[src/rtl/pwm_input_period_duty_measure_defines.svh]
// Assertion macros shared by the PWM measurement RTL.
`ifndef PWM_INPUT_PERIOD_DUTY_MEASURE_DEFINES_SVH
`define PWM_INPUT_PERIOD_DUTY_MEASURE_DEFINES_SVH

// Same-cycle implication, sampled on clk_i, off while rst_ni is low.
`define PWMM_ASSERT_NOW(lbl, ante, cons, msg) \
  lbl: assert property (@(posedge clk_i) disable iff (!rst_ni) (ante) |-> (cons)) \
    else $error(msg);

// Next-cycle implication, sampled on clk_i, off while rst_ni is low.
`define PWMM_ASSERT_NEXT(lbl, ante, cons, msg) \
  lbl: assert property (@(posedge clk_i) disable iff (!rst_ni) (ante) |=> (cons)) \
    else $error(msg);

`endif

[src/rtl/pwmm_pkg.sv]
// Types and constants shared by the PWM measurement modules.
package pwmm_pkg;

  localparam int unsigned FREQ_W  = 20;
  localparam int unsigned DUTY_W  = 7;
  localparam int unsigned STAT_W  = 2;
  localparam int unsigned WAIT_W  = 32;

  localparam logic [WAIT_W-1:0] TIMEOUT_RESET = 32'd1000000;
  localparam logic [FREQ_W-1:0] MICRO_PER_SEC = 20'd1000000;
  localparam logic [DUTY_W-1:0] PERCENT       = 7'd100;

  localparam logic MODE_ARM  = 1'b0;
  localparam logic MODE_TICK = 1'b1;

  localparam logic [STAT_W-1:0] ST_MEASURED = 2'd0;
  localparam logic [STAT_W-1:0] ST_TIMEOUT  = 2'd1;
  localparam logic [STAT_W-1:0] ST_FAULT    = 2'd2;

  localparam int unsigned QUEUE_DEPTH = 2;
  localparam int unsigned QPTR_W      = 1;

  typedef struct packed {
    logic mode;
    logic pin_level;
  } in_item_t;

  typedef struct packed {
    logic [FREQ_W-1:0] freq_hz;
    logic [DUTY_W-1:0] duty_percent;
    logic [STAT_W-1:0] status;
  } out_item_t;

  typedef enum logic [1:0] {
    PH_RISE1 = 2'd0,
    PH_FALL  = 2'd1,
    PH_RISE2 = 2'd2
  } phase_e;

  typedef enum logic [1:0] {
    JOB_MEAS    = 2'd0,
    JOB_TIMEOUT = 2'd1,
    JOB_FAULT   = 2'd2
  } job_kind_e;

  typedef struct packed {
    job_kind_e kind;
    logic      pin;
  } job_t;

  localparam int unsigned JOB_W = $bits(job_t);

  typedef enum logic [1:0] {
    BK_IDLE = 2'd0,
    BK_DIV  = 2'd1,
    BK_DONE = 2'd2
  } back_state_e;

endpackage

[src/rtl/pwmm_front.sv]
// Front end: accepts items, tracks edges and timestamps, queues finished jobs.
`include "pwm_input_period_duty_measure_defines.svh"

module pwmm_front #(
  parameter int unsigned COUNT_WIDTH = 16
) (
  input  logic                     clk_i,
  input  logic                     rst_ni,
  input  logic                     in_valid_i,
  input  pwmm_pkg::in_item_t       in_item_i,
  input  logic [31:0]              timeout_i,
  input  logic                     q_full_i,
  output logic                     in_stall_o,
  output logic                     push_o,
  output pwmm_pkg::job_t           job_o,
  output logic [COUNT_WIDTH-1:0]   high_o,
  output logic [COUNT_WIDTH:0]     period_o
);
  import pwmm_pkg::*;

  logic                   armed_q, armed_d;
  phase_e                 phase_q, phase_d;
  logic                   prev_q, prev_d;
  logic [COUNT_WIDTH-1:0] tick_q, tick_d;
  logic [COUNT_WIDTH-1:0] rise_q, rise_d;
  logic [COUNT_WIDTH-1:0] fall_q, fall_d;
  logic [WAIT_W-1:0]      wait_q, wait_d;

  logic                   accept;
  logic                   rise_edge, fall_edge, done;
  logic [COUNT_WIDTH-1:0] high, low;
  logic [COUNT_WIDTH:0]   period;

  assign in_stall_o = q_full_i;
  assign accept     = in_valid_i & ~q_full_i;
  assign rise_edge  = ~prev_q & in_item_i.pin_level;
  assign fall_edge  = prev_q & ~in_item_i.pin_level;

  // Each span wraps at the counter width; the sum keeps one more bit.
  assign high     = fall_q - rise_q;
  assign low      = tick_q - fall_q;
  assign period   = {1'b0, high} + {1'b0, low};
  assign high_o   = high;
  assign period_o = period;

  always_comb begin
    armed_d   = armed_q;
    phase_d   = phase_q;
    prev_d    = prev_q;
    tick_d    = tick_q;
    rise_d    = rise_q;
    fall_d    = fall_q;
    wait_d    = wait_q;
    done      = 1'b0;
    push_o    = 1'b0;
    job_o     = '{kind: JOB_MEAS, pin: in_item_i.pin_level};
    if (accept) begin
      prev_d = in_item_i.pin_level;
      if (in_item_i.mode == MODE_ARM) begin
        armed_d = 1'b1;
        phase_d = PH_RISE1;
        tick_d  = '0;
        wait_d  = '0;
      end else begin
        tick_d = tick_q + 1'b1;
        if (armed_q) begin
          case (phase_q)
            PH_RISE1: begin
              if (rise_edge) begin
                rise_d  = tick_q;
                phase_d = PH_FALL;
              end
            end
            PH_FALL: begin
              if (fall_edge) begin
                fall_d  = tick_q;
                phase_d = PH_RISE2;
              end
            end
            PH_RISE2: begin
              done = rise_edge;
            end
            default: begin
              phase_d = PH_RISE1;
            end
          endcase
          if (done) begin
            push_o     = 1'b1;
            job_o.kind = (period == '0) ? JOB_FAULT : JOB_MEAS;
            armed_d    = 1'b0;
            phase_d    = PH_RISE1;
          end else begin
            wait_d = wait_q + 1'b1;
            if (wait_d >= timeout_i) begin
              push_o     = 1'b1;
              job_o.kind = JOB_TIMEOUT;
              armed_d    = 1'b0;
              phase_d    = PH_RISE1;
            end
          end
        end
      end
    end
  end

  always_ff @(posedge clk_i or negedge rst_ni) begin
    if (!rst_ni) begin
      armed_q <= 1'b0;
      phase_q <= PH_RISE1;
      prev_q  <= 1'b0;
      tick_q  <= '0;
      rise_q  <= '0;
      fall_q  <= '0;
      wait_q  <= '0;
    end else begin
      armed_q <= armed_d;
      phase_q <= phase_d;
      prev_q  <= prev_d;
      tick_q  <= tick_d;
      rise_q  <= rise_d;
      fall_q  <= fall_d;
      wait_q  <= wait_d;
    end
  end

  `PWMM_ASSERT_NOW(a_idle_phase, !armed_q, phase_q == PH_RISE1, "idle front with phase set")

endmodule

[src/rtl/pwmm_fifo.sv]
// Two-entry job queue between front end and divider back end.
`include "pwm_input_period_duty_measure_defines.svh"

module pwmm_fifo #(
  parameter int unsigned WIDTH = 8
) (
  input  logic             clk_i,
  input  logic             rst_ni,
  input  logic             push_i,
  input  logic [WIDTH-1:0] data_i,
  input  logic             pop_i,
  output logic [WIDTH-1:0] data_o,
  output logic             full_o,
  output logic             empty_o
);
  import pwmm_pkg::*;

  logic [WIDTH-1:0]  mem_q [QUEUE_DEPTH];
  logic [QPTR_W-1:0] wr_q, rd_q;
  logic [QPTR_W:0]   cnt_q;

  assign full_o  = (cnt_q == (QPTR_W+1)'(QUEUE_DEPTH));
  assign empty_o = (cnt_q == '0);
  assign data_o  = mem_q[rd_q];

  always_ff @(posedge clk_i) begin
    if (push_i) begin
      mem_q[wr_q] <= data_i;
    end
  end

  always_ff @(posedge clk_i or negedge rst_ni) begin
    if (!rst_ni) begin
      wr_q  <= '0;
      rd_q  <= '0;
      cnt_q <= '0;
    end else begin
      if (push_i) begin
        wr_q <= wr_q + 1'b1;
      end
      if (pop_i) begin
        rd_q <= rd_q + 1'b1;
      end
      cnt_q <= cnt_q + (QPTR_W+1)'(push_i) - (QPTR_W+1)'(pop_i);
    end
  end

  `PWMM_ASSERT_NOW(a_no_overflow, push_i, !full_o, "push into full queue")
  `PWMM_ASSERT_NOW(a_no_underflow, pop_i, !empty_o, "pop from empty queue")

endmodule

[src/rtl/pwmm_back.sv]
// Back end: serial divider for frequency and duty, plus the output register.
`include "pwm_input_period_duty_measure_defines.svh"

module pwmm_back #(
  parameter int unsigned COUNT_WIDTH = 16
) (
  input  logic                   clk_i,
  input  logic                   rst_ni,
  input  logic                   q_empty_i,
  input  pwmm_pkg::job_t         job_i,
  input  logic [COUNT_WIDTH-1:0] high_i,
  input  logic [COUNT_WIDTH:0]   period_i,
  output logic                   pop_o,
  output logic                   out_valid_o,
  input  logic                   out_stall_i,
  output pwmm_pkg::out_item_t    out_item_o
);
  import pwmm_pkg::*;

  localparam int unsigned PW    = COUNT_WIDTH + 1;
  localparam int unsigned DW    = (COUNT_WIDTH + 7 >= 20) ? COUNT_WIDTH + 7 : 20;
  localparam int unsigned CNT_W = $clog2(DW);

  back_state_e state_q, state_d;

  job_kind_e        kind_q;
  logic             pin_q;
  logic [PW-1:0]    den_q;
  logic [DW-1:0]    num_f_q, num_d_q;
  logic [PW-1:0]    rem_f_q, rem_d_q;
  logic [CNT_W-1:0] cnt_q;

  logic             out_valid_q;
  out_item_t        out_item_q;
  out_item_t        res;

  logic             div_step, last_step, load_out;
  logic [PW:0]      sh_f, sh_d, dif_f, dif_d;
  logic             qb_f, qb_d;
  logic [DW-1:0]    scaled_high;

  // high * 100 as shifts and adds: 64 + 32 + 4.
  assign scaled_high = (DW'(high_i) << 6) + (DW'(high_i) << 5) + (DW'(high_i) << 2);

  // One restoring step per cycle on both quotients.
  assign sh_f  = {rem_f_q, num_f_q[DW-1]};
  assign sh_d  = {rem_d_q, num_d_q[DW-1]};
  assign dif_f = sh_f - {1'b0, den_q};
  assign dif_d = sh_d - {1'b0, den_q};
  assign qb_f  = (sh_f >= {1'b0, den_q});
  assign qb_d  = (sh_d >= {1'b0, den_q});

  assign last_step = (cnt_q == CNT_W'(DW - 1));

  always_comb begin
    state_d = state_q;
    case (state_q)
      BK_IDLE: begin
        if (!q_empty_i) begin
          state_d = (job_i.kind == JOB_MEAS) ? BK_DIV : BK_DONE;
        end
      end
      BK_DIV: begin
        if (last_step) begin
          state_d = BK_DONE;
        end
      end
      BK_DONE: begin
        if (!out_valid_q || !out_stall_i) begin
          state_d = BK_IDLE;
        end
      end
      default: begin
        state_d = BK_IDLE;
      end
    endcase
  end

  always_comb begin
    pop_o    = (state_q == BK_IDLE) && !q_empty_i;
    div_step = (state_q == BK_DIV);
    load_out = (state_q == BK_DONE) && (!out_valid_q || !out_stall_i);
  end

  always_comb begin
    case (kind_q)
      JOB_MEAS: begin
        res = '{freq_hz: num_f_q[FREQ_W-1:0], duty_percent: num_d_q[DUTY_W-1:0],
                status: ST_MEASURED};
      end
      JOB_TIMEOUT: begin
        res = '{freq_hz: '0, duty_percent: (pin_q ? PERCENT : '0), status: ST_TIMEOUT};
      end
      default: begin
        res = '{freq_hz: '0, duty_percent: '0, status: ST_FAULT};
      end
    endcase
  end

  always_ff @(posedge clk_i) begin
    if (pop_o) begin
      kind_q  <= job_i.kind;
      pin_q   <= job_i.pin;
      den_q   <= period_i;
      num_f_q <= DW'(MICRO_PER_SEC);
      num_d_q <= scaled_high;
      rem_f_q <= '0;
      rem_d_q <= '0;
      cnt_q   <= '0;
    end else if (div_step) begin
      rem_f_q <= qb_f ? dif_f[PW-1:0] : sh_f[PW-1:0];
      rem_d_q <= qb_d ? dif_d[PW-1:0] : sh_d[PW-1:0];
      num_f_q <= {num_f_q[DW-2:0], qb_f};
      num_d_q <= {num_d_q[DW-2:0], qb_d};
      cnt_q   <= cnt_q + 1'b1;
    end
    if (load_out) begin
      out_item_q <= res;
    end
  end

  always_ff @(posedge clk_i or negedge rst_ni) begin
    if (!rst_ni) begin
      state_q     <= BK_IDLE;
      out_valid_q <= 1'b0;
    end else begin
      state_q <= state_d;
      if (load_out) begin
        out_valid_q <= 1'b1;
      end else if (!out_stall_i) begin
        out_valid_q <= 1'b0;
      end
    end
  end

  assign out_valid_o = out_valid_q;
  assign out_item_o  = out_item_q;

  `PWMM_ASSERT_NOW(a_div_nonzero, div_step, den_q != '0, "divide by zero period")
  `PWMM_ASSERT_NOW(a_duty_range, out_valid_q, out_item_q.duty_percent <= PERCENT, "duty above 100")

endmodule

[src/rtl/pwm_input_period_duty_measure.sv]
// PWM input period and duty measurement, top level.
//
// Usage:
//  - Input channel (in_valid_i / in_stall_o / in_item_i): an item with mode 0
//    arms a measurement; mode 1 is one microsecond tick carrying the pin level.
//  - The front end timestamps rise, fall, rise with a wrapping COUNT_WIDTH
//    counter and queues a job when the closing rise or the timeout arrives.
//  - Output channel (out_valid_o / out_stall_i / out_item_o): one item per
//    finished measurement: frequency, duty percent and status.
//  - Config channel (cfg_valid_i / cfg_ready_o / cfg_data_i): timeout in ticks,
//    always ready; write it only while no measurement is in flight.
// Timing: the front end takes one input item per cycle while the queue is not
//  full. A measured result passes through DW = max(COUNT_WIDTH + 7, 20) steps
//  of the shared restoring divider, 23 at the default width, and the back end
//  takes its next job only after the previous result is loaded into the output
//  register; timeout and fault results skip the divider. A two-entry queue
//  decouples the halves.
// Reset: timeout returns to 1000000, the block is idle, the queue is empty.
// Stall: a stalled result holds in the output register; the divider finishes
//  the next job, then the queue fills and in_stall_o rises when it is full.
module pwm_input_period_duty_measure #(
  parameter int unsigned COUNT_WIDTH = 16
) (
  input  logic                clk_i,
  input  logic                rst_ni,
  input  logic                in_valid_i,
  output logic                in_stall_o,
  input  pwmm_pkg::in_item_t  in_item_i,
  output logic                out_valid_o,
  input  logic                out_stall_i,
  output pwmm_pkg::out_item_t out_item_o,
  input  logic                cfg_valid_i,
  output logic                cfg_ready_o,
  input  logic [31:0]         cfg_data_i
);
  import pwmm_pkg::*;

  localparam int unsigned QW = JOB_W + COUNT_WIDTH + COUNT_WIDTH + 1;

  logic [WAIT_W-1:0]      timeout_q;

  logic                   push, pop, q_full, q_empty;
  job_t                   job_in, job_out;
  logic [COUNT_WIDTH-1:0] high_in, high_out;
  logic [COUNT_WIDTH:0]   period_in, period_out;
  logic [QW-1:0]          q_wdata, q_rdata;

  // Timeout register: writes are always taken.
  assign cfg_ready_o = 1'b1;

  always_ff @(posedge clk_i or negedge rst_ni) begin
    if (!rst_ni) begin
      timeout_q <= TIMEOUT_RESET;
    end else if (cfg_valid_i && cfg_ready_o) begin
      timeout_q <= cfg_data_i;
    end
  end

  // Edge tracking and classification.
  pwmm_front #(
    .COUNT_WIDTH(COUNT_WIDTH)
  ) u_front (
    .clk_i     (clk_i),
    .rst_ni    (rst_ni),
    .in_valid_i(in_valid_i),
    .in_item_i (in_item_i),
    .timeout_i (timeout_q),
    .q_full_i  (q_full),
    .in_stall_o(in_stall_o),
    .push_o    (push),
    .job_o     (job_in),
    .high_o    (high_in),
    .period_o  (period_in)
  );

  // Pack a job with its spans for the queue.
  assign q_wdata = {job_in, high_in, period_in};
  assign {job_out, high_out, period_out} = q_rdata;

  pwmm_fifo #(
    .WIDTH(QW)
  ) u_fifo (
    .clk_i  (clk_i),
    .rst_ni (rst_ni),
    .push_i (push),
    .data_i (q_wdata),
    .pop_i  (pop),
    .data_o (q_rdata),
    .full_o (q_full),
    .empty_o(q_empty)
  );

  // Divide and deliver.
  pwmm_back #(
    .COUNT_WIDTH(COUNT_WIDTH)
  ) u_back (
    .clk_i      (clk_i),
    .rst_ni     (rst_ni),
    .q_empty_i  (q_empty),
    .job_i      (job_out),
    .high_i     (high_out),
    .period_i   (period_out),
    .pop_o      (pop),
    .out_valid_o(out_valid_o),
    .out_stall_i(out_stall_i),
    .out_item_o (out_item_o)
  );

endmodule

[config.mk]
export PLATFORM = sky130hd
export DESIGN_NAME = pwm_input_period_duty_measure
export DESIGN_NICKNAME = d
export VERILOG_FILES = /design/src/rtl/pwmm_pkg.sv /design/src/rtl/pwmm_front.sv /design/src/rtl/pwmm_fifo.sv /design/src/rtl/pwmm_back.sv /design/src/rtl/pwm_input_period_duty_measure.sv
export VERILOG_INCLUDE_DIRS = /design/src /design/src/rtl
export SDC_FILE = /design/constraint.sdc
export NUM_CORES = 1
export LEC_CHECK = 0
export BUFFER_PORTS_ARGS = -buffer_cell sky130_fd_sc_hd__buf_2
export CORE_MARGIN = 8
export CORE_UTILIZATION = 50
export DETAILED_ROUTE_END_ITERATION = 10
export PLACE_DENSITY = 0.67
export SLEW_MARGIN = 20
export SYNTH_ARGS = -nofsm -noshare
export SYNTH_HDL_FRONTEND = slang
export SYNTH_SLANG_ARGS = --single-unit
[constraint.sdc]
create_clock -name clk_i -period 6 [get_ports clk_i]
set_clock_uncertainty 0.15 [all_clocks]
set_input_delay 1.5 -clock clk_i [delete_from_list [all_inputs] [get_ports clk_i]]
set_output_delay 1.5 -clock clk_i [all_outputs]
set_load 0.02 [all_outputs]
Word-level counts from Yosys, hierarchy flattened
Memory sizes are Yosys's and may differ from the RTL's.
Cells that the tools add are included.
{"block": "op_classes", "n_addsub": 14, "bitwise": 6, "div": 0, "muxes": 45, "n_reduce_logical": 18, "shifts": 0, "magnitude_cmp": 3, "mul": 0, "n_eq_ne": 16}
{"operator": "two-way mux 32 bit", "n": 3}
{"operator": "case mux 29 bit (2 select lines)", "n": 1}
{"operator": "two-way mux 23 bit", "n": 2}
{"operator": "greater-or-equal comparator 18 x 17 -> 1 bit", "n": 2}
{"operator": "two-way mux 17 bit", "n": 2}
{"operator": "subtractor 17 bit", "n": 2}
{"operator": "adder 32 x 1 -> 32 bit, second input constant", "n": 1}
{"operator": "greater-or-equal comparator 32 bit", "n": 1}
{"operator": "subtractor 16 bit", "n": 2}
{"operator": "two-way mux 2 bit", "n": 15}
{"operator": "adder 22 x 21 -> 23 bit", "n": 1}
{"operator": "adder 23 x 18 -> 23 bit", "n": 1}
{"operator": "two-way mux 1 bit", "n": 18}
{"operator": "adder 16 x 16 -> 17 bit", "n": 1}
{"operator": "logical NOT 17 bit", "n": 1}
{"operator": "adder 16 x 1 -> 16 bit, second input constant", "n": 1}
{"operator": "two-way mux 16 bit", "n": 1}
{"operator": "AND reduction 5 bit", "n": 3}
{"operator": "case mux 2 bit (3 select lines)", "n": 2}
{"operator": "logical NOT 2 bit", "n": 5}
{"operator": "!= test 5 x 2 -> 1 bit, second input constant", "n": 2}
{"operator": "two-way mux 7 bit", "n": 1}
{"operator": "equality test 2 x 1 -> 1 bit, second input constant", "n": 3}
{"operator": "equality test 2 bit, second input constant", "n": 3}
{"operator": "15 further kinds", "n": 28}
{"block": "totals", "mem_bits_rw": 72, "elab_cells": 127, "memories": 1, "romBits": 0, "ff_bits": 257, "latch_bits": 0}
{"memory": "u_fifo.mem_q", "words": 2, "word_bits": 36, "read_ports": 1, "rd_ports_with_merged_regs": 0, "write_ports": 1, "line": "pwmm_fifo.sv:18", "text": "logic [WIDTH-1:0] mem_q [QUEUE_DEPTH];"}

Depth between registers and ports, before layout
{"block": "depth", "ltp_word": 12, "mapped_depth": 22, "depth_no_buf": 20}

Hierarchy
From an unflattened synthesis, not the netlist that was laid out.
{"block": "hier_totals", "hier_cells": 1794, "area_unflattened_um2": 19239.7}
{"module": "pwmm_back", "seq_area_each_um2": 3478.3, "cells_each": 782, "area_per_inst_um2": 7783.7, "instances": 1}
{"module": "pwmm_front", "seq_area_each_um2": 2102.0, "cells_each": 815, "area_per_inst_um2": 7146.9, "instances": 1}
{"module": "pwmm_fifo", "seq_area_each_um2": 2262.2, "cells_each": 127, "area_per_inst_um2": 2944.1, "instances": 1}
{"module": "pwm_input_period_duty_measure", "seq_area_each_um2": 809.5, "cells_each": 70, "area_per_inst_um2": 1365.1, "instances": 1}

Worst setup path after synthesis
Ideal clock, no wire load.
{"block": "synth_path", "path_type": "reg2reg", "from": "reg u_front.wait_q[0]", "to": "mem u_fifo.mem_q[0][0] (netlist bit), enable pin", "path_slack_ps": 472, "period_less_slack_ps": 5528, "required_time_ps": 5416, "setup_time_ps": 434, "path_buffers": 2, "stages_incl_launch_ff": 18, "t_arrival_ps": 4945, "cell_sequence": "dfrtp_1 > ha_1 > nand2_1 > or4_1 > clkbuf_1 > nor3_1 > and2_1 > clkbuf_1 > and3_1 > xor2_1 > ha_1 > a21oi_1 > o21ai_0 > o311ai_0 > a21oi_1 > nor2_1 > a31oi_1 > nor2b_1"}
{"block": "synth_via", "elab_chain_len": 9}
{"element": "start: declaration", "line": "pwmm_front.sv:27", "text": "logic [WAIT_W-1:0] wait_q, wait_d;"}
{"element": "start signal: assignment", "line": "pwmm_front.sv:122", "text": "wait_q <= wait_d;"}
{"element": "adder 32 x 1 -> 32 bit", "line": "pwmm_front.sv:93", "text": "wait_d = wait_q + 1'b1;"}
{"element": "greater-or-equal comparator 32 bit", "line": "pwmm_front.sv:94", "text": "if (wait_d >= timeout_i) begin"}
{"element": "two-way mux 1 bit", "line": "pwmm_front.sv:94"}
{"element": "two-way mux 1 bit", "line": "pwmm_front.sv:87", "text": "if (done) begin"}
{"element": "two-way mux 1 bit", "line": "pwmm_front.sv:66", "text": "if (armed_q) begin"}
{"element": "two-way mux 1 bit", "line": "pwmm_front.sv:59", "text": "if (in_item_i.mode == MODE_ARM) begin"}
{"element": "two-way mux 1 bit", "line": "pwmm_front.sv:57", "text": "if (accept) begin"}
{"element": "two-way mux 1 bit", "line": "pwmm_fifo.sv:27", "text": "if (push_i) begin"}
{"element": "two-way mux 1 bit (implied by the code)", "line": "pwmm_fifo.sv:28", "text": "mem_q[wr_q] <= data_i;"}
{"element": "end: declaration", "line": "pwmm_fifo.sv:18"}
Every way passes these cells.

==> metrics.log <==
INFO  metric final-hold-violation-count = 0
INFO  metric postSynthCellCount = 1858
INFO  metric critical_path.max_fanout = 9
INFO  metric placement.io_buffers = 69
INFO  metric grt_pass1_vias = 13.2k
INFO  metric final_cell_count_no_fill = 2413
INFO  metric htree_levels = 2
INFO  metric irDropWorstVdd = 0.000581 V
INFO  metric yosysSeqAreaShare = 0.467
INFO  metric std_cell_rows = 70
INFO  metric initial_utilization = 0.507
INFO  metric maximum_number_of_pins_on_one_net_before_global_route_repair = 64
INFO  metric nNetsFinal = 2113
INFO  metric syn-num-nets = 2053
INFO  metric layout-drive-gt1-share = 0.115
INFO  metric numCtsBuffers = 38
INFO  metric gpl.final_weighted_congestion = 0.860
INFO  metric drt_pass_1_iters = 5
INFO  metric global_route.usage.total = 0.183
INFO  metric post_synth_num_cell_types = 69
INFO  metric globalRouteOverflowTotal = 0
INFO  metric synth_top_area_cell = sky130_fd_sc_hd__edfxtp_1
INFO  metric first_iter_violations = 768
INFO  metric core_region_area = 36500 µm²
INFO  metric final-setup-viol-count = 0
INFO  metric register_bit_count_reported_by_yosys = 329
INFO  metric ant_nets = 0
INFO  metric p_leak = 8.78 nW
INFO  metric async_flop_share = 0.374
INFO  metric tns = 0 ns
INFO  metric ys_top_cells_by_count = sky130_fd_sc_hd__nand2_1, sky130_fd_sc_hd__o21ai_0, sky130_fd_sc_hd__edfxtp_1
INFO  metric critical_path.startpoint_type = register
INFO  metric finalCriticalPeriod = 5.36 ns
INFO  metric cp_common_cell = sky130_fd_sc_hd__or4_1
INFO  metric cts_repair_resize_count = 0
INFO  metric max_stage_delay = 0.50 ns
INFO  metric worst_path_dominant_cell_family = simple AND/OR/NAND/NOR gates
INFO  metric cts.clk_slew.worst_paths = 0.06 ns
INFO  metric timing.critical_path.buf_inv = 0
INFO  metric timing.critical_path.to_type = register
INFO  metric die_x = 208 µm
INFO  metric diodes = 0
INFO  metric status = finished clean
INFO  metric cts-hold-fix-buffers = 0
INFO  metric filler_cell_count = 3119
INFO  metric max_cap_viol_count = 0
INFO  metric max_freq = 0.187 GHz
INFO  metric seqCellArea = 8650 µm²
INFO  metric placed_cells = 2346
INFO  metric wl_per_cell = 16.4 µm
INFO  metric synth_edf_count = 144
INFO  metric synth_most_common_cell = sky130_fd_sc_hd__nand2_1
INFO  metric worst_skew_pair.late_latency = 0.55 ns
INFO  metric timing.hold.worst.class = register to register
INFO  metric routed_via_density = 5.54
INFO  metric cts.root.buffer_cell = sky130_fd_sc_hd__clkbuf_16
INFO  metric post-cts-setup-buffers = 0
INFO  metric criticalPathCategory = register to register
INFO  metric worst_hold_slack = 0.309 ns
INFO  metric grt_pass1_wl = 66300 µm
INFO  metric multi_input_area = 9180 µm²
INFO  metric pins_over_slew_limit = 0
INFO  metric fin_crit_sh = 0.893
INFO  metric antenna_violations_before_repair = 0
INFO  metric worst-endpoint-required = 6.21 ns
INFO  metric yosysTopAreaCellShare = 0.233
INFO  metric post_synth_instance_area = 18500 µm²
INFO  metric maxSlewHeadroom = 0.310
INFO  metric wl_final = 39700 µm
INFO  metric via_count = 13.4k
INFO  metric dieArea = 43500 µm²
INFO  metric drcViolationCount = 0
INFO  metric hpwlAfterDp = 28700 µm
INFO  metric worstPathCellList = ha_1 -> or2_2 -> a21oi_1 -> a31oi_1 -> a41oi_1 -> a211oi_1 -> a311o_1 -> a21oi_1 -> xnor2_1 -> ha_1 -> nand2_1 -> nand4_1 -> or4_1 -> or4_1 -> or4b_1 -> or4_1 -> nor4_2
INFO  metric clock_tree_from_tritoncts = yes
INFO  metric floorplan.io_pins = 71
INFO  metric synthToLayoutAreaGrowth = 11.0%
INFO  metric synth.area.top_cells = sky130_fd_sc_hd__edfxtp_1, sky130_fd_sc_hd__dfrtp_1, sky130_fd_sc_hd__ha_1, sky130_fd_sc_hd__dfxtp_1, sky130_fd_sc_hd__o21ai_0
INFO  metric cts.path.max_buffers = 3
INFO  metric power_per_cell_area = 626 nW/µm²
INFO  metric clock_sink_count = 329
INFO  metric yosys_warnings = 0
INFO  metric avgSynthCellArea = 9.97 µm²
INFO  metric die_h = 208 µm
INFO  metric critPathSlowestCell = sky130_fd_sc_hd__or4_1
INFO  metric synthFlopType = sky130_fd_sc_hd__edfxtp_1
INFO  metric worst-endpoint-arrival = 5.57 ns
INFO  metric timing_worst_slew_pin_value = 1.03 ns
INFO  metric rsz0062_at_grt = false
-- layout make-up --
cell class,instances,share of cell area
Inverter,127,0.0232
Clock inverter,19,0.00828
Timing Repair Buffer,87,0.0235
Clock buffer,48,0.0491
Sequential cell,329,0.421
Multi-Input combinational cell,1335,0.447
Tap cell,468,0.0285
-- worst min-delay path, cell delays in order, from the launching register on --
cell	delay, ns
sky130_fd_sc_hd__dfxtp_1	0.31
sky130_fd_sc_hd__nand2_1	0.05
sky130_fd_sc_hd__o21ai_0	0.06
-- where the power goes --
| group | internal (mW) | switching (mW) |
|---|---|---|
| logic | 2.58 | 4.29 |
| registers | 3.51 | 0.274 |
| clock network | 1.28 | 0.926 |
| total | 7.37 | 5.49 |
-- path summary, 6_finish.rpt --
kind | cells past startpoint | slack [ns] | to | start
worst min-delay path | 2 | 0.31 | u_back.num_f_q[21] | u_back.num_f_q[21]
worst min register to register | 2 | 0.31 | u_back.num_f_q[21] | u_back.num_f_q[21]
worst max register to register | 17 | 0.64 | u_fifo.mem_q[1][35] | u_front.tick_q[4]
worst max-delay path | 17 | 0.64 | u_fifo.mem_q[1][35] | u_front.tick_q[4]
max in group asynchronous | 2 | 3.89 | u_front.wait_q[4] | rst_ni
min in group asynchronous | 1 | 0.70 | timeout_q[0] | rst_ni
-- placed cells by master (no fill, tap or decap), types with 47 or more instances in the layout --
master                     count
sky130_fd_sc_hd__ha_1        138
sky130_fd_sc_hd__o21ai_0     181
sky130_fd_sc_hd__a21oi_1     101
sky130_fd_sc_hd__inv_1       127
sky130_fd_sc_hd__nor2_1       98
sky130_fd_sc_hd__dfxtp_1      62
sky130_fd_sc_hd__edfxtp_1    144
sky130_fd_sc_hd__dfrtp_1     116
sky130_fd_sc_hd__xor2_1       47
sky130_fd_sc_hd__xnor2_1      69
sky130_fd_sc_hd__buf_2        68
sky130_fd_sc_hd__nand2_1     220
-- state kept, by name (all words and copies together) (netlist names), 2 cells and up --
signal and count:
u_back.rem_d_q 17, u_back.den_q 17, u_back.num_d_q 23, u_front.tick_q 16, u_fifo.cnt_q 2, u_front.wait_q 32
timeout_q 32, u_back.out_item_o 29, u_front.phase_q 2, u_back.rem_f_q 17, u_front.rise_q 16, u_back.kind_q 2
u_fifo.mem_q 72, u_back.num_f_q 23, u_back.cnt_q 5, u_front.fall_q 16, u_back.state_q 2
-- cells by family (layout without fill, tap and decap cells) --
family | Yosys count | after routing | synth area share
muxes | 68 | 68 | 0.0396
adders and majority gates | 156 | 156 | 0.113
AOI/OAI and AO/OA | 445 | 445 | 0.146
buffers and inverters | 194 | 281 | 0.0396
other | 1 | 1 | 0.000202
and+or+nand+nor | 549 | 549 | 0.140
DFF | 329 | 329 | 0.467
xor gates and xnor gates | 116 | 116 | 0.0548
-- metrics by stage --
stage	util	instance area (µm²)	setup slack [ns]	total power, mW
after floorplan	-	18500	0.472	8.80
after global placement	0.530	19400	0.724	10.4
after detailed placement	0.530	19400	0.654	10.7
after CTS	0.563	20600	0.652	12.9
after global routing	0.563	20600	0.279	13.8
final	0.563	20600	0.641	12.9
-- routing by layer --
layer,vias up,global-route usage,part of all wire
met4,0,0.0585,0.022
met5,-,0,0
met1,6349,0.257,0.49
met3,57,0.0265,0.038
met2,247,0.289,0.45
li1,6714,-,-
Note: power is estimated with default switching activity, not from simulation.
